<file path="src/rtl/rpn_stack_calculator_defines.svh">
// Assertion macros for the RPN calculator block.
// Each macro expects signals named clk and rst_n in the scope where it is used.
`ifndef RPN_STACK_CALCULATOR_DEFINES_SVH
`define RPN_STACK_CALCULATOR_DEFINES_SVH

`ifndef NO_ASSERTIONS

// The condition holds at every clock edge out of reset.
`define RPN_CHECK(lbl, cond) \
  lbl: assert property (@(posedge clk) disable iff (!rst_n) (cond)) \
    else $error("rpn check failed");

// The antecedent at one edge forces the consequent at the next edge.
`define RPN_CHECK_NEXT(lbl, ante, cons) \
  lbl: assert property (@(posedge clk) disable iff (!rst_n) (ante) |=> (cons)) \
    else $error("rpn sequence check failed");

`else

`define RPN_CHECK(lbl, cond)
`define RPN_CHECK_NEXT(lbl, ante, cons)

`endif

`endif

</file>
<file path="src/rtl/rpn_pkg.sv">
package rpn_pkg;

  localparam int WORD_BITS   = 32;
  localparam int STACK_DEPTH = 128;
  localparam int PTR_W       = $clog2(STACK_DEPTH + 1);
  localparam int CNT_W       = 8;
  localparam int FILL_W      = 8;
  localparam int OP_W        = 3;
  localparam int DIGIT_W     = 4;

  typedef logic [WORD_BITS-1:0] word_t;

  typedef enum logic [OP_W-1:0] {
    OP_DIGIT = 3'd0,
    OP_ENTER = 3'd1,
    OP_ADD   = 3'd2,
    OP_SUB   = 3'd3,
    OP_AND   = 3'd4,
    OP_OR    = 3'd5,
    OP_XOR   = 3'd6,
    OP_NOT   = 3'd7
  } op_t;

  // Shift commands for the row of stack cells.
  typedef struct packed {
    logic push;
    logic pop;
  } stk_ctrl_t;

endpackage

</file>
<file path="src/rtl/rpn_cell.sv">
module rpn_cell (
  input  logic              clk,
  input  rpn_pkg::stk_ctrl_t ctrl,
  input  rpn_pkg::word_t    from_above,
  input  rpn_pkg::word_t    from_below,
  output rpn_pkg::word_t    q
);
  import rpn_pkg::*;

  word_t q_r;

  // A push moves values away from the top, a pop moves them toward it.
  always_ff @(posedge clk) begin
    if (ctrl.push) begin
      q_r <= from_above;
    end else if (ctrl.pop) begin
      q_r <= from_below;
    end
  end

  assign q = q_r;

endmodule

</file>
<file path="src/rtl/rpn_stack.sv">
module rpn_stack (
  input  logic               clk,
  input  rpn_pkg::stk_ctrl_t ctrl,
  input  rpn_pkg::word_t     push_data,
  output rpn_pkg::word_t     top_data
);
  import rpn_pkg::*;

  word_t cell_q [STACK_DEPTH];

  for (genvar i = 0; i < STACK_DEPTH; i++) begin : g_cell
    word_t above;
    word_t below;

    if (i == 0) begin : g_top
      assign above = push_data;
    end else begin : g_mid
      assign above = cell_q[i-1];
    end

    if (i == STACK_DEPTH - 1) begin : g_bot
      assign below = '0;
    end else begin : g_up
      assign below = cell_q[i+1];
    end

    rpn_cell u_cell (
      .clk        (clk),
      .ctrl       (ctrl),
      .from_above (above),
      .from_below (below),
      .q          (cell_q[i])
    );
  end

  assign top_data = cell_q[0];

endmodule

</file>
<file path="config.mk">
export PLATFORM = sky130hd
export DESIGN_NAME = rpn_stack
export DESIGN_NICKNAME = d
export VERILOG_FILES = /design/src/rtl/rpn_stack_calculator_defines.svh /design/src/rtl/rpn_pkg.sv /design/src/rtl/rpn_cell.sv /design/src/rtl/rpn_stack.sv
export SDC_FILE = /design/constraint.sdc
export NUM_CORES = 2
export LEC_CHECK = 0
export ABC_CLOCK_PERIOD_IN_PS = 83300
export BUFFER_PORTS_ARGS = -buffer_cell sky130_fd_sc_hd__buf_4
export CAP_MARGIN = 20
export CORE_ASPECT_RATIO = 2
export CORE_MARGIN = 5
export CORE_UTILIZATION = 45
export DETAILED_ROUTE_END_ITERATION = 12
export GPL_TIMING_DRIVEN = 0
export PLACE_DENSITY_LB_ADDON = 0.08
export SLEW_MARGIN = 20
export SYNTH_ARGS = -nofsm -noshare
export SYNTH_HDL_FRONTEND = slang
export SYNTH_SLANG_ARGS = --single-unit
export TNS_END_PERCENT = 1
</file>
<file path="constraint.sdc">
create_clock -name clk -period 83.3 [get_ports clk]
set_clock_uncertainty 0.1 [all_clocks]
set_input_delay 4.165 -clock clk [delete_from_list [all_inputs] [get_ports clk]]
set_output_delay 4.165 -clock clk [all_outputs]
set_load 0.05 [all_outputs]
</file>
==> flow_metrics.tcl <==
set metrics [dict create \
    status "finished, final reports clean" \
    hpwl_um 220000 \
    ys_warn_count 0 \
    routedWlPerCell_um 21.5 \
    num_rows 322 \
    drtIter0Drc 4953 \
    syn_avg_cell_area_um2 20.0 \
    setup_viol_count_final 0 \
    start_util 0.451 \
    synth_top_family_by_area "multiplexers" \
    grt_overflow 0 \
    cts_tree "yes" \
    grt_max_degree 58 \
    synthSimpleGateAreaFrac 0.00119 \
    setup_ws_ps 71530 \
    tightestPinTransition_ps 951 \
    die_h_um 886 \
    power.density_nw_per_um2 26.9 \
    ir_drop_mv 0.0211 \
    leakage_nw 67.7 \
    yosys.area.top_type_share 0.712 \
    postSynthCellCount 8648 \
    clk_pin_slew_ps 70 \
    yosysSeqAreaShare 0.712 \
    yosys.cell_types.count 7 \
    synthMuxAreaShare 0.265 \
    worstPathMaxFanout 53 \
    root_buffer "clkbuf_16" \
    cts_max_path_buffers 4 \
    num-nets-final 9214 \
    syn_to_final_growth_pct 12.1 \
    synth-compound-area-share 0 \
    synth_fp_nets 8683 \
    rsz0062_at_grt "false" \
    core-area_um2 384000 \
    cp.required_ps 83790 \
    placed_cells 13800 \
    place_ws_ps 70290 \
    htree_levels 5 \
    async_flop_share 0 \
    io_pins 67 \
    max_cap_violations 0 \
    r2r_slack_ps 82080 \
    cts_hold_buffers 0 \
    ys.flop_type "edfxtp_1" \
    hold_viol_final 0 \
    synthAdderAreaFrac 0 \
    synth_seq_cells 4096 \
    synthTopCellsByArea "edfxtp_1 71%, mux2_2 26%, buf_6 1.7%" \
    largest_register_ffs 4096 \
    critical_path_class "in -> reg" \
    cp_data_arrival_time_ps 12260 \
    place_congestion 0.694 \
    cts_resized 0 \
    post-route-period-util 0.141 \
    dieArea_um2 397000 \
    synthXorXnorAreaFrac 0 \
    port_buffers 65 \
    cts_buffers 376 \
    routed_wl_um 311000 \
    hold_path.class "reg -> reg" \
    clkLatencyLatePin_ps 920 \
    cp-end-kind "flip-flop" \
    synth-edff-count 4096 \
    drc 0 \
    die_x_um 448 \
    netlist_area_um2 173000 \
    startpoint_type "primary input" \
    cp_slowest_cell "buf_2" \
    clock.fmax_mhz 84.9 \
    post_cts_buffers 0 \
    final_cells 14500 \
    layout-drive-gt1-share 0.547 \
    finalCriticalPeriod_ps 11770 \
    slew_headroom 0.366 \
    crit_top_cell "buf_16" \
    antenna_left 0 \
    yosys-top-cells-count "4,096 x edfxtp_1, 4,064 x mux2_2, 255 x buf_6" \
    n_fill_cell 31700 \
    synth_top_cell_by_area "edfxtp_1" \
    antenna_found_initial 5 \
    grt_pass1_wl_um 490000 \
    setup_tns_ps 0 \
    via_per_inst 5.28 \
    multi_input_area_um2 46000 \
    finalMaxSlewViolations 0 \
    max_stage_delay_ps 700 \
    register_area_um2 123000 \
    firstDrtPassIters 5 \
    synth_most_common_cell "edfxtp_1" \
    grt_pass1_vias 82500 \
    grt_usage 0.154 \
    clock-sinks 4096 \
    vias 76600 \
]
path summary, 6_finish.rpt:
check,to,startpoint,cells after the start
setup / recovery,g_cell[0].u_cell.q[21],ctrl[1],25
hold / removal,g_cell[126].u_cell.q[28],g_cell[127].u_cell.q[28],1
setup reg to reg,g_cell[106].u_cell.q[23],g_cell[107].u_cell.q[23],1
hold reg to reg,g_cell[126].u_cell.q[28],g_cell[127].u_cell.q[28],1
worst max-delay path, delay by kind of cell:
kind | cells | cell delay [ps]
buffers and inverters | 24 | 7220
AND/OR/NAND/NOR | 1 | 370
cell type report:
| cell class | count | area share |
|---|---|---|
| Antenna cell | 3 | 0.0000388 |
| Buffer | 455 | 0.0200 |
| Clock buffer | 464 | 0.0513 |
| Clock inverter | 206 | 0.00956 |
| Multi-Input combinational cell | 4097 | 0.237 |
| Sequential cell | 4096 | 0.635 |
| Tap cell | 5022 | 0.0324 |
| Timing Repair Buffer | 153 | 0.0143 |
cells by family after synthesis:
logic type | Yosys count
DFF | 4096
muxes | 4064
buffers and inverters | 455
and+or+nand+nor | 33
per-layer routing:
| metal | track usage | wire length [um] |
|---|---|---|
| met1 | 0.225 | 149000 |
| met2 | 0.248 | 147000 |
| met3 | 0.0194 | 9200 |
| met4 | 0.0357 | 6770 |
| met5 | 0 | 0 |
cell usage in the layout (no fill, tap or decap), drive strengths merged:
master and count:
edfxtp 4096, mux2 4064, buf 608, clkbuf 464, clkinv 157, bufinv 33
and2 32, inv 8, clkinvlp 8, diode 3, or2 1
stage by stage:
| step | util | total power [mW] | instance area (um^2) | hold slack (ps) |
|---|---|---|---|---|
| global placement | 0.468 | 3.81 | 180000 | 432 |
| floorplan | - | 3.54 | 173000 | 425 |
| CTS | 0.505 | 5.29 | 194000 | 426 |
| detailed placement | 0.474 | 3.56 | 182000 | 440 |
| global route | 0.505 | 5.45 | 194000 | 438 |
| finish | 0.505 | 5.20 | 194000 | 422 |
where the power goes:
part	total (mW)	switching [mW]	internal [mW]
clock	1.70	0.757	0.947
sequential	2.97	0.210	2.76
combinational	0.526	0.188	0.339
Note: power is estimated with default switching activity, not from simulation.
